**config.mk**
```make
export PLATFORM = sky130hd
export DESIGN_NAME = lafi_mul
export DESIGN_NICKNAME = d
export VERILOG_FILES = /design/src/design/lms_adaptive_fir_identifier_top_defines.svh /design/src/design/lafi_pkg.sv /design/src/design/lafi_mul.sv
export SDC_FILE = /design/constraint.sdc
export NUM_CORES = 2
export LEC_CHECK = 0
export BUFFER_PORTS_ARGS = -buffer_cell sky130_fd_sc_hd__buf_4
export CORE_MARGIN = 2
export CORE_UTILIZATION = 36
export CTS_CLUSTER_DIAMETER = 200
export CTS_CLUSTER_SIZE = 20
export DETAILED_ROUTE_END_ITERATION = 12
export GPL_ROUTABILITY_DRIVEN = 1
export HOLD_SLACK_MARGIN = 0.1
export PLACE_DENSITY = 0.57
export SLEW_MARGIN = 20
export SYNTH_ARGS = -nofsm -noshare
export SYNTH_HDL_FRONTEND = slang
export SYNTH_SLANG_ARGS = --single-unit
```
**constraint.sdc**
```tcl
create_clock -name i_clk -period 7.6 [get_ports i_clk]
set_input_delay 1.14 -clock i_clk [delete_from_list [all_inputs] [get_ports i_clk]]
set_output_delay 1.14 -clock i_clk [all_outputs]
set_load 0.05 [all_outputs]
```
**src/design/lms_adaptive_fir_identifier_top_defines.svh**
```systemverilog
// ----------------------------------------------------------------------------
// LMS adaptive FIR identifier assertion macros
// Shared concurrent assertion forms for the identifier's design files.
// ----------------------------------------------------------------------------
`ifndef LMS_ADAPTIVE_FIR_IDENTIFIER_TOP_DEFINES_SVH
`define LMS_ADAPTIVE_FIR_IDENTIFIER_TOP_DEFINES_SVH

// Same-cycle implication, disabled while reset is asserted.
`define LAFI_ASSERT_SAME(label, clk, rst_n, ante, cons, msg) \
    label: assert property (@(posedge clk) disable iff (!(rst_n)) \
        (ante) |-> (cons)) else $error(msg);

// Next-cycle implication, disabled while reset is asserted.
`define LAFI_ASSERT_NEXT(label, clk, rst_n, ante, cons, msg) \
    label: assert property (@(posedge clk) disable iff (!(rst_n)) \
        (ante) |=> (cons)) else $error(msg);

`endif

```
**src/design/lafi_pkg.sv**
```systemverilog
// ----------------------------------------------------------------------------
// LMS adaptive FIR identifier package
// Types and fixed-point constants shared by the identifier's modules.
// ----------------------------------------------------------------------------
package lafi_pkg;

    localparam int SAMPLE_W  = 16;
    localparam int ERR_W     = 17;
    localparam int STEP_W    = 16;
    localparam int WEIGHT_W  = 48;
    localparam int MUL_B_W   = 17;
    localparam int PROD_W    = 64;
    localparam int YINT_W    = 24;
    localparam int M_W       = 34;
    localparam int FRAC_BITS = 40;
    localparam int UPD_SHIFT = 12;

    localparam logic [STEP_W-1:0] STEP_RESET = 16'd45036;

    localparam logic signed [PROD_W:0] ACC_MAX_X = 65'sh0_7FFF_FFFF_FFFF_FFFF;
    localparam logic signed [PROD_W:0] ACC_MIN_X = -65'sh0_7FFF_FFFF_FFFF_FFFF;
    localparam logic signed [WEIGHT_W:0] W_MAX_X = 49'sh0_7FFF_FFFF_FFFF;
    localparam logic signed [WEIGHT_W:0] W_MIN_X = -49'sh0_8000_0000_0000;

    typedef enum logic [3:0] {
        ST_CLEAR,
        ST_IDLE,
        ST_MAC,
        ST_MAC_DRAIN,
        ST_TRUNC,
        ST_RESULT,
        ST_MUL_E,
        ST_UPD,
        ST_UPD_DRAIN,
        ST_SHIFT
    } t_state;

    typedef struct packed {
        logic idle;
        logic clear;
        logic issue;
        logic upd;
        logic trunc;
        logic result;
        logic mul_e;
        logic hist_we;
        logic shift;
    } t_seq_ctl;

endpackage

```
**src/design/lafi_mul.sv**
```systemverilog
// ----------------------------------------------------------------------------
// LMS adaptive FIR identifier multiplier
// The one shared signed multiplier, 48 by 17 bits, with a registered product.
// ----------------------------------------------------------------------------
module lafi_mul
    import lafi_pkg::*;
(
    input  logic                       i_clk,
    input  logic                       i_en,
    input  logic signed [WEIGHT_W-1:0] i_a,
    input  logic signed [MUL_B_W-1:0]  i_b,
    output logic signed [PROD_W-1:0]   o_prod
);

    logic signed [WEIGHT_W+MUL_B_W-1:0] full;
    logic signed [PROD_W-1:0]           r_prod;

    // Every product this block forms fits in 64 bits.
    assign full = i_a * i_b;

    always_ff @(posedge i_clk) begin
        if (i_en) begin
            r_prod <= full[PROD_W-1:0];
        end
    end

    assign o_prod = r_prod;

endmodule

```
==> qor.yml <==
outcome: "finished, final reports clean"
area_delta_synth_final_pct: 15.9
avgSynthCellArea_um2: 9.14
synth_top_area_cell: "fa_1"
postSynthRegisterBits: 64
io_pins: 131
hold_viol: 0
fin_crit_sh: 0.974
place.gp.congestion: 0.851
fp.dieW_um: 288
async_flop_share: 0
vias: 21000
yosys-top-cells-area: "fa_1 (52%), inv_1 (11%), edfxtp_1 (6.6%)"
synth_flop_cell: "edfxtp_1"
grt_use_total: 0.202
fillers: 7989
ys_types: 67
die_area_um2: 82800
synth_top_area_share: 0.521
antenna_cells: 0
crit_path_max_fanout: 33
cp-start-kind: "input port"
start_util: 0.362
worstPathCellList: "clkbuf_8 -> buf_4 -> nand2_1 -> fa_1 -> fa_1 -> fa_1 -> inv_1 -> fa_1 -> fa_1 -> inv_1 -> fa_1 -> inv_1 -> ha_1 -> nand2_1 -> nor3_1 -> nand4_1 -> a311o_2 -> a211oi_4 -> o311ai_1 -> buf_4 -> and3_1 -> o221a_1 -> o21bai_2 -> xor2_1"
path_class: "input port to register"
tightest_slew_ns: 1.07
dieHeight_um: 288
clock-sinks: 64
wl_um: 77600
cts_made_buffers: 9
crit_path_frequent_cell: "fa_1"
final_common_cell: "inv_1"
portBuffers: 130
cp.required_ns: 7.76
crit_slowest_cell: "fa_1"
final_antenna_net_count: 0
cts_setup_buffers: 0
syn_area_um2: 29000
final_cell_mix: "inv_1 (850), fa_1 (755), nand2_1 (508)"
min_path_type: "input port to register"
core_area_um2: 80200
grt_overflow: 0
fmax_mhz: 135
grt_pass1_wl_um: 129000
nets: 4438
drc: 0
drive_above_1_share: 0.135
firstDrtPassIters: 5
grt_pass1_vias: 23400
drv_cap: 0
cts.reportedPaths.clkPinSlew_ns: 0.07
synth-edff-count: 64
antenna_found_initial: 4
drtIter0Drc: 939
h-tree-depth: 3
yosysSeqAreaShare: 0.0663
syn-num-nets: 4140
slew_violations: 0
routedWlPerCell_um: 17.1
cts_tree: "done"
crit_path_end_kind: "register"
grt_max_degree: 65
largest_reg_flops: 64
path_buf_inv: 6
slowest_delay_ns: 0.53
relSlewSlack: 0.288
viasPerCell: 4.63
path_delay_family: "adder cells"
cp.arrival_ns: 7.56
yosysWarnings: 0
root_buffer: "clkbuf_16"
hpwl_um: 66600
holdWs_ns: 1.22
syn_inst: 3173
finalCriticalPeriod_ns: 7.40
clock_path_buffers: 2
num_rows: 104
setup_violations: 0
area by class of cell:
| type | instances | area [um^2] | area share |
|---|---|---|---|
| repair buffers | 432 | 3580 | 0.106 |
| flip-flops and latches | 64 | 1920 | 0.0572 |
| multi-input cells | 2114 | 23300 | 0.694 |
| clock buffers | 10 | 229 | 0.00681 |
| clock inverters | 6 | 26.3 | 0.000782 |
| inverters | 850 | 3190 | 0.0950 |
| well taps | 1060 | 1330 | 0.0395 |
routing by layer:
| layer | up-vias | track usage | share of wire |
|---|---|---|---|
| met1 | 10900 | 0.273 | 0.45 |
| li1 | 9673 | - | - |
| met5 | - | 0 | 0.00035 |
| met2 | 387 | 0.346 | 0.49 |
| met3 | 62 | 0.0275 | 0.042 |
| met4 | 4 | 0.0420 | 0.017 |
Yosys cell counts, types with 41 or more instances:
master,instances
inv_1,850
and2_1,302
nor2_1,68
edfxtp_1,64
o21ai_0,41
ha_1,145
nand2_1,508
xnor2_1,48
fa_1,755
clkbuf_1,131
a21oi_1,63
cells by family after synthesis:
| logic type | Yosys count | share of synthesized area |
|---|---|---|
| AOI/OAI and AO/OA | 184 | 0.0423 |
| DFF | 64 | 0.0663 |
| adders and majority gates | 900 | 0.584 |
| and+or+nand+nor | 963 | 0.158 |
| xor gates and xnor gates | 67 | 0.0202 |
| buffers and inverters | 995 | 0.130 |
stage by stage:
stage          setup TNS (ns)  utilization  setup WS (ns)  cells  instance area, um^2
4_1_cts                     0        0.419          0.100   4536                33600
2_1_floorplan               0            -          0.325   3173                29000
6_report                    0        0.419          0.198   4536                33600
3_5_place_dp            -5.55        0.416         -0.548   4520                33300
5_1_grt               -0.0178        0.419        -0.0178   4536                33600
3_3_place_gp            -4.23        0.416         -0.493   4520                33300
what timing repair did:
| item | CTS | global route |
|---|---|---|
| hold buffers | 0 | 0 |
| setup endpoints to repair | 1 | 8 |
| pin swaps | 0 | 0 |
| gates cloned | 0 | 0 |
| resized for setup | 3 | 8 |
final timing paths:
check	start	end	slack, ns	cells after the start
worst max-delay path	i_b[2]	o_prod[62]$_DFFE_PP_	0.20	24
worst min-delay path	i_a[0]	o_prod[0]$_DFFE_PP_	1.22	3
Power is left out: the tool's default activity adds up to more than one toggle a clock period on the data nets, which glitch-free logic cannot reach.
