$ cat src/design/lms_adaptive_fir_identifier_top_defines.svh
// ----------------------------------------------------------------------------
// LMS adaptive FIR identifier assertion macros
// Shared concurrent assertion forms for the identifier's design files.
// ----------------------------------------------------------------------------
`ifndef LMS_ADAPTIVE_FIR_IDENTIFIER_TOP_DEFINES_SVH
`define LMS_ADAPTIVE_FIR_IDENTIFIER_TOP_DEFINES_SVH

// Same-cycle implication, disabled while reset is asserted.
`define LAFI_ASSERT_SAME(label, clk, rst_n, ante, cons, msg) \
    label: assert property (@(posedge clk) disable iff (!(rst_n)) \
        (ante) |-> (cons)) else $error(msg);

// Next-cycle implication, disabled while reset is asserted.
`define LAFI_ASSERT_NEXT(label, clk, rst_n, ante, cons, msg) \
    label: assert property (@(posedge clk) disable iff (!(rst_n)) \
        (ante) |=> (cons)) else $error(msg);

`endif

$ cat src/design/lafi_pkg.sv
// ----------------------------------------------------------------------------
// LMS adaptive FIR identifier package
// Types and fixed-point constants shared by the identifier's modules.
// ----------------------------------------------------------------------------
package lafi_pkg;

    localparam int SAMPLE_W  = 16;
    localparam int ERR_W     = 17;
    localparam int STEP_W    = 16;
    localparam int WEIGHT_W  = 48;
    localparam int MUL_B_W   = 17;
    localparam int PROD_W    = 64;
    localparam int YINT_W    = 24;
    localparam int M_W       = 34;
    localparam int FRAC_BITS = 40;
    localparam int UPD_SHIFT = 12;

    localparam logic [STEP_W-1:0] STEP_RESET = 16'd45036;

    localparam logic signed [PROD_W:0] ACC_MAX_X = 65'sh0_7FFF_FFFF_FFFF_FFFF;
    localparam logic signed [PROD_W:0] ACC_MIN_X = -65'sh0_7FFF_FFFF_FFFF_FFFF;
    localparam logic signed [WEIGHT_W:0] W_MAX_X = 49'sh0_7FFF_FFFF_FFFF;
    localparam logic signed [WEIGHT_W:0] W_MIN_X = -49'sh0_8000_0000_0000;

    typedef enum logic [3:0] {
        ST_CLEAR,
        ST_IDLE,
        ST_MAC,
        ST_MAC_DRAIN,
        ST_TRUNC,
        ST_RESULT,
        ST_MUL_E,
        ST_UPD,
        ST_UPD_DRAIN,
        ST_SHIFT
    } t_state;

    typedef struct packed {
        logic idle;
        logic clear;
        logic issue;
        logic upd;
        logic trunc;
        logic result;
        logic mul_e;
        logic hist_we;
        logic shift;
    } t_seq_ctl;

endpackage

$ cat src/design/lafi_seq.sv
// ----------------------------------------------------------------------------
// LMS adaptive FIR identifier sequencer
// Walks the clearing pass, the filter pass and the weight update pass.
// ----------------------------------------------------------------------------
module lafi_seq
    import lafi_pkg::*;
#(
    parameter int  TAP_COUNT = 256,
    localparam int AW        = $clog2(TAP_COUNT),
    localparam int HW        = (TAP_COUNT > 2) ? $clog2(TAP_COUNT - 1) : 1
) (
    input  logic          i_clk,
    input  logic          i_rst_n,
    input  logic          i_in_fire,
    input  logic          i_pipe_busy,
    input  logic          i_out_free,
    output t_seq_ctl      o_ctl,
    output logic [AW-1:0] o_idx,
    output logic [HW-1:0] o_hist_raddr,
    output logic [HW-1:0] o_hist_waddr
);

    t_state        r_state, n_state;
    logic [AW-1:0] r_idx, n_idx;
    logic [HW-1:0] r_haddr, n_haddr;
    logic [HW-1:0] r_base, n_base;
    logic [HW-1:0] base_dec;
    logic          last;
    t_seq_ctl      ctl;

    assign last     = (r_idx == AW'(TAP_COUNT - 1));
    assign base_dec = (r_base == '0) ? HW'(TAP_COUNT - 2) : r_base - HW'(1);

    always_ff @(posedge i_clk) begin
        if (!i_rst_n) begin
            r_state <= ST_CLEAR;
            r_idx   <= '0;
            r_haddr <= '0;
            r_base  <= '0;
        end else begin
            r_state <= n_state;
            r_idx   <= n_idx;
            r_haddr <= n_haddr;
            r_base  <= n_base;
        end
    end

    always_comb begin
        n_state = r_state;
        unique case (r_state)
            ST_CLEAR:     if (last) n_state = ST_IDLE;
            ST_IDLE:      if (i_in_fire) n_state = ST_MAC;
            ST_MAC:       if (last) n_state = ST_MAC_DRAIN;
            ST_MAC_DRAIN: if (!i_pipe_busy) n_state = ST_TRUNC;
            ST_TRUNC:     n_state = ST_RESULT;
            ST_RESULT:    if (i_out_free) n_state = ST_MUL_E;
            ST_MUL_E:     n_state = ST_UPD;
            ST_UPD:       if (last) n_state = ST_UPD_DRAIN;
            ST_UPD_DRAIN: if (!i_pipe_busy) n_state = ST_SHIFT;
            ST_SHIFT:     n_state = ST_IDLE;
            default:      n_state = ST_CLEAR;
        endcase
    end

    always_comb begin
        ctl = '0;
        unique case (r_state)
            ST_CLEAR: begin
                ctl.clear   = 1'b1;
                ctl.hist_we = !last;
            end
            ST_IDLE:      ctl.idle = 1'b1;
            ST_MAC:       ctl.issue = 1'b1;
            ST_MAC_DRAIN: ctl = '0;
            ST_TRUNC:     ctl.trunc = 1'b1;
            ST_RESULT:    ctl.result = i_out_free;
            ST_MUL_E: begin
                ctl.mul_e = 1'b1;
                ctl.upd   = 1'b1;
            end
            ST_UPD: begin
                ctl.issue = 1'b1;
                ctl.upd   = 1'b1;
            end
            ST_UPD_DRAIN: ctl.upd = 1'b1;
            ST_SHIFT: begin
                ctl.shift   = 1'b1;
                ctl.hist_we = 1'b1;
            end
            default:      ctl = '0;
        endcase
    end

    // Tap i reads history entry i-1, which sits at base+i-1 in the ring.
    always_comb begin
        n_idx   = r_idx;
        n_haddr = r_haddr;
        n_base  = r_base;
        if (ctl.clear || ctl.issue) begin
            n_idx = last ? '0 : r_idx + AW'(1);
        end
        if ((ctl.idle && i_in_fire) || ctl.mul_e) begin
            n_haddr = r_base;
        end else if (ctl.issue && (r_idx != '0)) begin
            n_haddr = (r_haddr == HW'(TAP_COUNT - 2)) ? '0 : r_haddr + HW'(1);
        end
        if (ctl.shift) begin
            n_base = base_dec;
        end
    end

    assign o_ctl        = ctl;
    assign o_idx        = r_idx;
    assign o_hist_raddr = r_haddr;
    assign o_hist_waddr = ctl.shift ? base_dec : r_idx[HW-1:0];

endmodule

$ cat config.mk
export PLATFORM = sky130hd
export DESIGN_NAME = lafi_seq
export DESIGN_NICKNAME = d
export VERILOG_FILES = /design/src/design/lms_adaptive_fir_identifier_top_defines.svh /design/src/design/lafi_pkg.sv /design/src/design/lafi_seq.sv
export SDC_FILE = /design/constraint.sdc
export NUM_CORES = 1
export LEC_CHECK = 0
export ABC_CLOCK_PERIOD_IN_PS = 2100
export BUFFER_PORTS_ARGS = -buffer_cell sky130_fd_sc_hd__buf_2
export CELL_PAD_IN_SITES_DETAIL_PLACEMENT = 1
export CELL_PAD_IN_SITES_GLOBAL_PLACEMENT = 2
export CORE_ASPECT_RATIO = 2
export CORE_MARGIN = 3
export CORE_UTILIZATION = 28
export DETAILED_ROUTE_END_ITERATION = 10
export PLACE_DENSITY_LB_ADDON = 0.1
export SETUP_SLACK_MARGIN = 0.3
export SLEW_MARGIN = 10
export SYNTH_ARGS = -nofsm -noshare
export SYNTH_HDL_FRONTEND = slang
export SYNTH_SLANG_ARGS = --single-unit
export TNS_END_PERCENT = 50
$ cat constraint.sdc
create_clock -name i_clk -period 2.1 [get_ports i_clk]
set_clock_uncertainty 0.15 [all_clocks]
set_input_delay 0.42 -clock i_clk [delete_from_list [all_inputs] [get_ports i_clk]]
set_output_delay 0.42 -clock i_clk [all_outputs]
set_load 0.01 [all_outputs]
==> impl_metrics.py, run 1 <==
metrics = {
    "sta": {
        "rsz0062_at_grt": "yes",
        "min_period_ns": 2.48,
        "hold_violations": 0,
        "relSlewSlack_pct": 73.1,
        "period_share_pct": 118,
        "finalSetupViolCount": 11,
        "worstMarginPinSlew_ns": 0.403,
        "layout_setup_ws_ns": -0.383,
        "clock.fmax_mhz": 403,
        "timing.final.max_slew_violations": 0,
    },
    "pwr": {
        "p_leak_uw": 0.00131,
        "pwr-share-seq_pct": 35.4,
        "power.total_uw": 1760,
        "switching_share_pct": 34.6,
        "comb_power_share_pct": 37.9,
        "pwr-share-clk_pct": 26.7,
        "ir_drop_v": 0.000368,
        "power_density_nw_per_um2": 573,
        "p_int_uw": 1150,
        "switchingPower_uw": 608,
    },
    "outcome": {
        "outcome": "finished with violations",
        "violations": "setup timing",
    },
    "routing": {
        "drt_wl_total_mm": 7.06,
        "vias": 2142,
        "drc": 0,
        "drtIter0Drc": 63,
        "via_per_inst": 5.20,
        "ant_nets": 0,
        "drt_pass1_iterations": 4,
        "wire_per_inst_um": 17.1,
    },
    "clock_network": {
        "cts_tree": "done",
        "cts_sinks": 28,
        "cts_buffers": 3,
        "root_buffer": "clkbuf_16",
        "ctsLongestPathBuffers": 2,
        "clk_pin_slew_ns": 0.08,
        "htreeDepth": 1,
        "clkLatencyLatePin_ns": 0.28,
        "ctsHoldBuffers": 0,
    },
    "setup_path": {
        "crit_path_end_kind": "output port",
        "r2r_slack_ns": -0.04,
        "r2r-end": "r_base[3]",
        "reg2regPathDepth": 6,
        "worstSetupStartpointType": "flip-flop",
        "r2r-start": "r_base[3]",
        "cp.required_ns": 1.53,
        "crit_arrival_ns": 1.91,
        "worstPathMaxFanout": 5,
        "path_class": "flip-flop to output port",
    },
    "grt": {
        "grt_pass1_wl_mm": 11.1,
        "grt_max_degree": 16,
        "grt_util_met2_pct": 36.2,
        "antenna_found_initial": 0,
        "use_met3_pct": 1.66,
        "grt_usage_pct": 18.3,
        "met1_usage_pct": 18.8,
        "grt_pass1_vias": 2233,
        "globalRoute.totalOverflow": 0,
        "busiest_layer": "met2",
    },
    "layout": {
        "nets": 338,
        "area_growth_pct": 63.5,
        "fillers": 761,
        "post-route-util_pct": 47.8,
        "drive_above_1_share_pct": 51.8,
        "antenna_cells": 0,
    },
    "synthesis": {
        "synth_top_family_by_area": "simple AND/OR/NAND/NOR gates",
        "yosys.area_share.simple_pct": 26.8,
        "synth_cell_types": 54,
        "yosysTopAreaCell": "dfxtp_1",
        "avgSynthCellArea_um2": 7.85,
        "synth-edff-count": 0,
        "syn_nets": 250,
        "netlist_area_um2": 1880,
        "async_flop_share_pct": 0,
        "yosysMostFrequentCell": "nand2_1",
        "synth_top_area_share_pct": 29.9,
        "synth.area.top_cells": "dfxtp_1, nand2_1, a21oi_1, ha_1, nor2_1",
        "yosysSeqAreaShare_pct": 29.9,
        "ys_seq_elements": 28,
        "netlist_top_cells_count": "nand2_1, dfxtp_1, nor2_1",
        "synthCells": 239,
        "synthAdderAreaFrac_pct": 4.00,
        "synth-xor-area-share_pct": 4.67,
        "yosys_warnings": 0,
        "synth_compound_area_share_pct": 26.4,
        "yosys_most_used_dff": "dfxtp_1",
        "synth_mux_area_share_pct": 1.20,
    },
    "die": {
        "start_util_pct": 29.2,
        "pin_count": 38,
        "row_count": 41,
        "die_height_um": 122,
        "die_x_um": 63.9,
        "dieArea_um2": 7780,
        "core_area_um2": 6410,
    },
    "worst_hold_path": {
        "hold_class": "primary input to flip-flop",
        "min_to": "r_state[2]",
        "holdPathStages": 3,
        "min-delay-start": "i_pipe_busy",
    },
    "placement": {
        "hpwl_mm": 5.06,
        "io_buffer_count": 37,
        "place_congestion": 0.782,
    },
    "run": {
        "maxCapViolCount": 0,
    },
}
## routing by layer
| metal | wire [um] | vias up | share of wire [%] |
|---|---|---|---|
| li1 | - | 1039 | - |
| met1 | 2600 | 1059 | 37 |
| met2 | 4140 | 30 | 59 |
| met3 | 122 | 14 | 1.7 |
| met4 | 194 | 0 | 2.7 |
| met5 | 0 | - | 0 |
## placed cells by master, fill, tap and decap left out, drive strengths merged, types with 7 or more instances in the layout
cell type  synthesis  final
o21ai              7      7
inv               11     11
buf                7     99
nand2             29     29
o211ai             8      8
a21oi             19     19
nand3             10     10
or3                9      9
nor2              19     19
dfxtp             28     28
## cell type report
type	instances	area [um2]	share of cell area, %
multi-input cells	183	1480	48.3
clock buffers	4	78.8	2.57
well taps	86	108	3.51
inverters	12	60.1	1.96
repair buffers	99	746	24.3
flip-flops and latches	28	592	19.3
## power groups by stage
stage                     clock (uW)  sequential (uW)  combinational, uW
final                            469              622                667
after detailed placement           0              628                496
after floorplan                    0              624                318
after global placement             0              628                493
after CTS                        480              619                610
after global routing             506              629                719
## how the worst max path moves through the flow
stage              start  slack (ns)               to
6_report       r_base[3]       -0.38  o_hist_waddr[5]
5_1_grt        r_base[3]       -0.44  o_hist_waddr[5]
4_1_cts        r_base[3]       -0.37  o_hist_waddr[5]
3_5_place_dp   r_base[3]       -0.14  o_hist_waddr[5]
3_3_place_gp   r_base[3]       -0.11  o_hist_waddr[5]
2_1_floorplan  r_base[3]       -0.06  o_hist_waddr[2]
## critical path, stage by stage, from the launching register on
cell,delay [ns]
dfxtp_2,0.32
or4_4,0.53
or3_4,0.39
nand2_4,0.10
o22a_1,0.15
buf_2,0.13
## stage by stage
step           hold slack [ns]  setup TNS (ns)  cells  setup WS (ns)  instance area (um2)
3_5_place_dp             0.354          -0.396    387         -0.138                 2450
2_1_floorplan            0.320          -0.232    239        -0.0590                 1980
4_1_cts                  0.324           -2.00    399         -0.366                 2780
6_report                 0.323           -2.09    412         -0.383                 3070
3_3_place_gp             0.337          -0.332    387         -0.109                 2450
5_1_grt                  0.364           -2.81    412         -0.436                 3070
## flip-flops by register name (all words and copies together) (netlist names)
signal and flops:
o_hist_raddr 8, o_idx 8, r_base 8, r_state 4
## logic make-up after synthesis
logic type | after synthesis
flip-flops | 28
multiplexers | 2
AND/OR/NAND/NOR | 100
buffers and inverters | 28
XOR/XNOR | 10
AO/OA/AOI/OAI | 65
adder cells (fa/ha/maj) | 6
## repair_timing
action / 4_1_cts / 5_1_grt
endpoints found under the setup margin: 37 / 36
gates resized for setup: 51 / 43
pin swaps: 17 / 26
buffers inserted: 8 / 13
(Power assumes the default switching activity.)
==> run 2, diff against run 1 <==
ABC_AREA = 1   (was unset)
CORE_UTILIZATION = 25   (was 28)
==> run 2 against run 1 <==
Effect of this change: the run still ends with setup timing left; critical path depth rose by 4; sequential share of layout area up 0.29 points; final area fell by 2.5%; power is 68% higher; sequential cell count unchanged; sequential power grew 14%; synthesized area is 5.5% higher; synthesized cell count grew 41%; die area increased by 17%; global-route usage fell by 1.6 points; largest cell class unchanged; largest power group unchanged.
==> impl_metrics.py, run 2 <==
metrics = {
    "routing": {
        "drt_wl_total_mm": 7.54,
        "drt_pass1_iterations": 4,
        "drc": 0,
        "ant_nets": 0,
        "vias": 2432,
        "drtIter0Drc": 48,
        "via_per_inst": 4.79,
        "wire_per_inst_um": 14.8,
    },
    "sta": {
        "period_share_pct": 102,
        "rsz0062_at_grt": "yes",
        "worstMarginPinSlew_ns": 0.263,
        "min_period_ns": 2.14,
        "layout_setup_ws_ns": -0.0372,
        "hold_violations": 0,
        "timing.final.max_slew_violations": 0,
        "finalSetupViolCount": 7,
        "clock.fmax_mhz": 468,
        "relSlewSlack_pct": 82.3,
    },
    "setup_path": {
        "crit_arrival_ns": 1.57,
        "cp.required_ns": 1.53,
        "crit_path_frequent_cell": "nand2_2",
        "critical_path.top_delay_family": "simple AND/OR/NAND/NOR gates",
        "max_stage_delay_ns": 0.34,
        "worstPathMaxFanout": 7,
        "reg2regPathDepth": 11,
        "crit_cells": 9,
        "cpMaxStageDelayCell": "dfxtp_2",
        "crit_path_end_kind": "output port",
        "cp_cell_sequence": "inv_4 > ha_4 > inv_2 > nor3_4 > nand2_4 > nand2_2 > nand2_2 > o21ai_0 > buf_2",
        "worstSetupStartpointType": "flip-flop",
        "path_class": "flip-flop to output port",
        "critical_path_buf_inv_count": 3,
    },
    "pwr": {
        "power_density_nw_per_um2": 987,
        "p_leak_uw": 0.00150,
        "power.total_uw": 2950,
        "ir_drop_v": 0.000489,
    },
    "grt": {
        "grt_pass1_wl_mm": 11.5,
        "antenna_found_initial": 0,
        "grt_usage_pct": 16.8,
        "grt_max_degree": 19,
        "globalRoute.totalOverflow": 0,
        "grt_pass1_vias": 2429,
    },
    "clock_network": {
        "clkLatencyLatePin_ns": 0.27,
        "ctsLongestPathBuffers": 2,
        "clk_pin_slew_ns": 0.07,
        "ctsHoldBuffers": 0,
        "cts_buffers": 3,
        "cts_sinks": 28,
        "cts_tree": "done",
        "root_buffer": "clkbuf_16",
        "htreeDepth": 1,
    },
    "synthesis": {
        "yosys_most_used_dff": "dfxtp_1",
        "synth.area.top_cells": "dfxtp_1, nand2_1, inv_1, nand3_1, nor2_1",
        "netlist_top_cells_count": "nand2_1, inv_1, nor2_1",
        "ys_seq_elements": 28,
        "avgSynthCellArea_um2": 5.87,
        "async_flop_share_pct": 0,
        "synthCells": 337,
        "synth_cell_types": 26,
        "yosysTopAreaCell": "dfxtp_1",
        "yosysMostFrequentCell": "nand2_1",
        "syn_nets": 348,
        "synth_top_area_share_pct": 28.3,
        "netlist_area_um2": 1980,
        "yosys_warnings": 0,
        "synth-edff-count": 0,
        "yosysSeqAreaShare_pct": 28.3,
    },
    "layout": {
        "antenna_cells": 0,
        "area_growth_pct": 51.0,
        "fin_area_um2": 2990,
        "drive_above_1_share_pct": 39.9,
        "fillers": 1054,
        "fin_cells": 508,
        "multi_input_area_um2": 1460,
        "seq_area_um2": 586,
        "layout_common_cells": "nand2_1, nor2_1, buf_2, buf_4, inv_1",
        "nets": 426,
        "layout_commonest_cell": "nand2_1",
    },
    "worst_hold_path": {
        "hold_class": "primary input to flip-flop",
        "holdPathStages": 3,
    },
    "outcome": {
        "violations": "setup timing",
        "outcome": "finished with violations",
    },
    "die": {
        "dieArea_um2": 9090,
        "core_area_um2": 7660,
        "row_count": 45,
        "pin_count": 38,
        "die_height_um": 132,
        "die_x_um": 68.9,
        "start_util_pct": 25.8,
    },
    "placement": {
        "io_buffer_count": 37,
        "hpwl_mm": 5.82,
        "dpl.cell_count": 482,
        "place_area_um2": 2400,
        "place_congestion": 0.732,
    },
    "run": {
        "maxCapViolCount": 0,
    },
}
run 2: cell types whose count changed in the layout (fill, tap and decap cells not counted), sizes merged, moves of 5 or more:
cell    delta
xnor2      -5
buf       -22
a31oi      -5
inv       +38
o21ai      +9
or3        -9
o311ai     -6
nand2b     -6
nand2     +81
nand3     +24
nor2      +29
o211ai     -8
run 2: metrics by stage:
stage               util [%]  setup TNS (ns)  hold WS, ns  worst slack [ns]
floorplan                  -               0        0.308             0.314
CTS                     34.4          -0.181        0.287           -0.0359
global placement        31.3               0        0.331            0.0834
detailed placement      31.3               0        0.324             0.105
global route            39.0          -0.837        0.319            -0.138
finish                  39.0          -0.158        0.286           -0.0372
run 2: layer usage:
metal	track usage (%)	vias up	part of all wire (%)
li1	-	1224	-
met1	15.0	1177	34
met2	34.9	24	63
met3	1.45	7	1.8
met4	5.54	0	1.6
met5	0	-	0
run 2: worst register-to-register path, cell delays in order, from the launching register on:
cell	delay, ns
dfxtp_4	0.37
buf_6	0.12
nor2_4	0.18
buf_6	0.13
nand2_4	0.05
buf_4	0.14
nand3_4	0.12
nand2_2	0.12
nand2_2	0.11
nand2_1	0.05
nand2_1	0.05
nor2_1	0.03
run 2: final timing paths:
check,to,start,slack (ns)
worst max-delay path,o_hist_waddr[2],r_base[0],-0.04
worst min-delay path,r_state[1],i_rst_n,0.29
worst max register to register,r_state[2],r_state[3],0.36
worst min register to register,o_idx[0],o_idx[0],0.36
run 2: logic make-up (layout without fill, tap and decap cells):
| family | count (synthesis) | count (layout) | share of synthesized area, % |
|---|---|---|---|
| AO/OA/AOI/OAI | 42 | 42 | 11.1 |
| buffers and inverters | 54 | 131 | 10.4 |
| flip-flops | 28 | 28 | 28.3 |
| adder cells (fa/ha/maj) | 6 | 6 | 3.79 |
| AND/OR/NAND/NOR | 205 | 205 | 45.5 |
| XOR/XNOR | 2 | 2 | 0.885 |
run 2: repair_timing:
action                                  CTS  global route
endpoints found under the setup margin   13            26
setup buffers                             8            14
gates resized for setup                  39            73
cloned                                    0             0
hold endpoints to repair                  0             0
pin swaps                                 8            24
run 2: area by class of cell:
class                      instances  area share, %
multi-input combinational        255           48.9
sequential                        28           19.6
timing repair buffer              77           18.0
inverter                          50           6.61
tap                               94           3.93
clock buffer                       4           2.97
run 2: power by group:
part	switching, uW	internal [uW]
clock	201	293
sequential	83.9	624
combinational	1050	700
==> run 3, diff against run 2 <==
GPL_TIMING_DRIVEN = 0   (was unset)
REMOVE_ABC_BUFFERS = 1   (was unset)
==> run 3 against run 2 <==
Effect of this change: the flow still finishes with violations (setup timing); critical path depth up 1; via count up 0.21%; die area unchanged; first-iteration DRC count up 19%; largest cell class unchanged; highest routed layer unchanged.
==> impl_metrics.py, run 3 (synthesis results as in run 2) <==
metrics = {
    "outcome": {
        "outcome": "finished with violations",
        "violations": "setup timing",
    },
    "die": {
        "die_height_um": 132,
        "pin_count": 38,
        "start_util_pct": 25.8,
        "die_x_um": 68.9,
        "row_count": 45,
        "dieArea_um2": 9090,
        "core_area_um2": 7660,
    },
    "pwr": {
        "pwr-share-seq_pct": 21.4,
        "p_int_uw": 1890,
        "comb_power_share_pct": 61.4,
        "power.total_uw": 3470,
        "switching_share_pct": 45.4,
        "p_leak_uw": 0.00157,
        "switchingPower_uw": 1580,
        "pwr-share-clk_pct": 17.2,
        "ir_drop_v": 0.000580,
        "power_density_nw_per_um2": 1060,
    },
    "placement": {
        "io_buffer_count": 37,
        "dpl.cell_count": 464,
        "hpwl_mm": 5.53,
        "place_congestion": 0.736,
        "place_ws_ns": -0.216,
    },
    "setup_path": {
        "crit_path_end_kind": "output port",
        "worstPathMaxFanout": 3,
        "reg2regPathDepth": 12,
        "crit_arrival_ns": 1.53,
        "r2r_slack_ns": 0.27,
        "cp.required_ns": 1.53,
        "path_class": "flip-flop to output port",
        "worstSetupStartpointType": "flip-flop",
        "r2r-end": "r_state[0]",
        "r2r-start": "r_state[2]",
    },
    "clock_network": {
        "htreeDepth": 1,
        "ctsLongestPathBuffers": 2,
        "root_buffer": "clkbuf_16",
        "clkLatencyLatePin_ns": 0.28,
        "cts_tree": "done",
        "cts_sinks": 28,
        "cts_buffers": 3,
        "clk_pin_slew_ns": 0.07,
    },
    "sta": {
        "hold_violations": 0,
        "timing.final.max_slew_violations": 0,
        "relSlewSlack_pct": 74.3,
        "period_share_pct": 100,
        "layout_setup_ws_ns": -0.00153,
        "worstMarginPinSlew_ns": 0.385,
        "finalSetupViolCount": 1,
        "clock.fmax_mhz": 476,
        "rsz0062_at_grt": "yes",
        "min_period_ns": 2.10,
    },
    "routing": {
        "wire_per_inst_um": 15.5,
        "vias": 2437,
        "drc": 0,
        "drtIter0Drc": 57,
        "ant_nets": 0,
        "drt_wl_total_mm": 7.96,
        "drt_pass1_iterations": 4,
        "via_per_inst": 4.76,
    },
    "grt": {
        "grt_util_met2_pct": 35.4,
        "grt_usage_pct": 17.4,
        "met1_usage_pct": 16.8,
        "antenna_found_initial": 0,
        "grt_max_degree": 20,
        "globalRoute.totalOverflow": 0,
        "busiest_layer": "met2",
        "grt_pass1_vias": 2531,
        "grt_pass1_wl_mm": 12.1,
        "use_met3_pct": 1.88,
    },
    "layout": {
        "antenna_cells": 0,
        "area_growth_pct": 66.1,
        "nets": 430,
        "layout_commonest_cell": "nand2_1",
        "fin_cells": 512,
        "drive_above_1_share_pct": 50.2,
        "layout_common_cells": "nand2_1, buf_2, nor2_1, buf_4",
    },
    "worst_hold_path": {
        "holdPathStages": 3,
        "min-delay-start": "i_rst_n",
        "hold_class": "primary input to flip-flop",
        "min_to": "o_hist_raddr[3]",
    },
    "run": {
        "maxCapViolCount": 0,
    },
}
==> run 3: cell type report <==
type	count	area, um2
clock inverters	1	30.0
well taps	94	118
clock buffers	3	75.1
fillers	1013	4370
flip-flops and latches	28	603
multi-input cells	256	1630
inverters	50	221
repair buffers	80	608
==> run 3: critical path: stages, from the launching register on <==
cell and delay [ns]:
dfxtp_2 0.34, inv_4 0.09, ha_4 0.15, inv_4 0.04, nor2_4 0.08, nand2_2 0.06
o21ai_2 0.12, nand3_2 0.09, nand2_2 0.09, o21ai_2 0.06, buf_2 0.14
==> run 3: per-stage QoR <==
stage / setup TNS [ns] / util [%] / instance area (um2) / hold slack (ns)
floorplan: 0 / - / 1960 / 0.308
global placement: -0.684 / 29.6 / 2260 / 0.323
detailed placement: -0.617 / 29.6 / 2260 / 0.325
CTS: -0.152 / 36.9 / 2820 / 0.284
global route: -0.451 / 42.9 / 3290 / 0.302
finish: -0.00153 / 42.9 / 3290 / 0.299
==> run 3: power by group through the flow <==
| stage | Sequential (uW) | Combinational [uW] | Clock [uW] |
|---|---|---|---|
| after global routing | 755 | 2320 | 632 |
| after global placement | 715 | 1200 | 0 |
| after detailed placement | 716 | 1200 | 0 |
| after CTS | 731 | 1550 | 612 |
| after floorplan | 699 | 827 | 0 |
| final | 741 | 2130 | 598 |
==> run 3: how the worst max path moves through the flow <==
stage	start	to	slack (ns)	cells past startpoint
after floorplan	r_state[1]	o_hist_waddr[1]	0.21	6
after global placement	r_state[1]	o_hist_waddr[1]	-0.26	7
after detailed placement	r_state[1]	o_hist_waddr[1]	-0.22	7
after CTS	r_base[1]	o_hist_waddr[6]	-0.06	10
after global routing	r_base[0]	o_hist_waddr[6]	-0.1	10
final	r_base[1]	o_hist_waddr[6]	-0.002	10
==> run 3: repair_timing <==
action,in CTS,in global routing
setup endpoints to repair,26,29
hold buffers,0,0
setup buffers,24,18
resized for setup,98,95
gates cloned,1,1
pin swaps,18,39
==> run 3: routing by layer <==
metal  wire length (um)  vias to the layer above
met5                  0                        -
met4                130                        0
met3                127                       10
met2               4900                       23
met1               2800                     1168
li1                   -                     1236
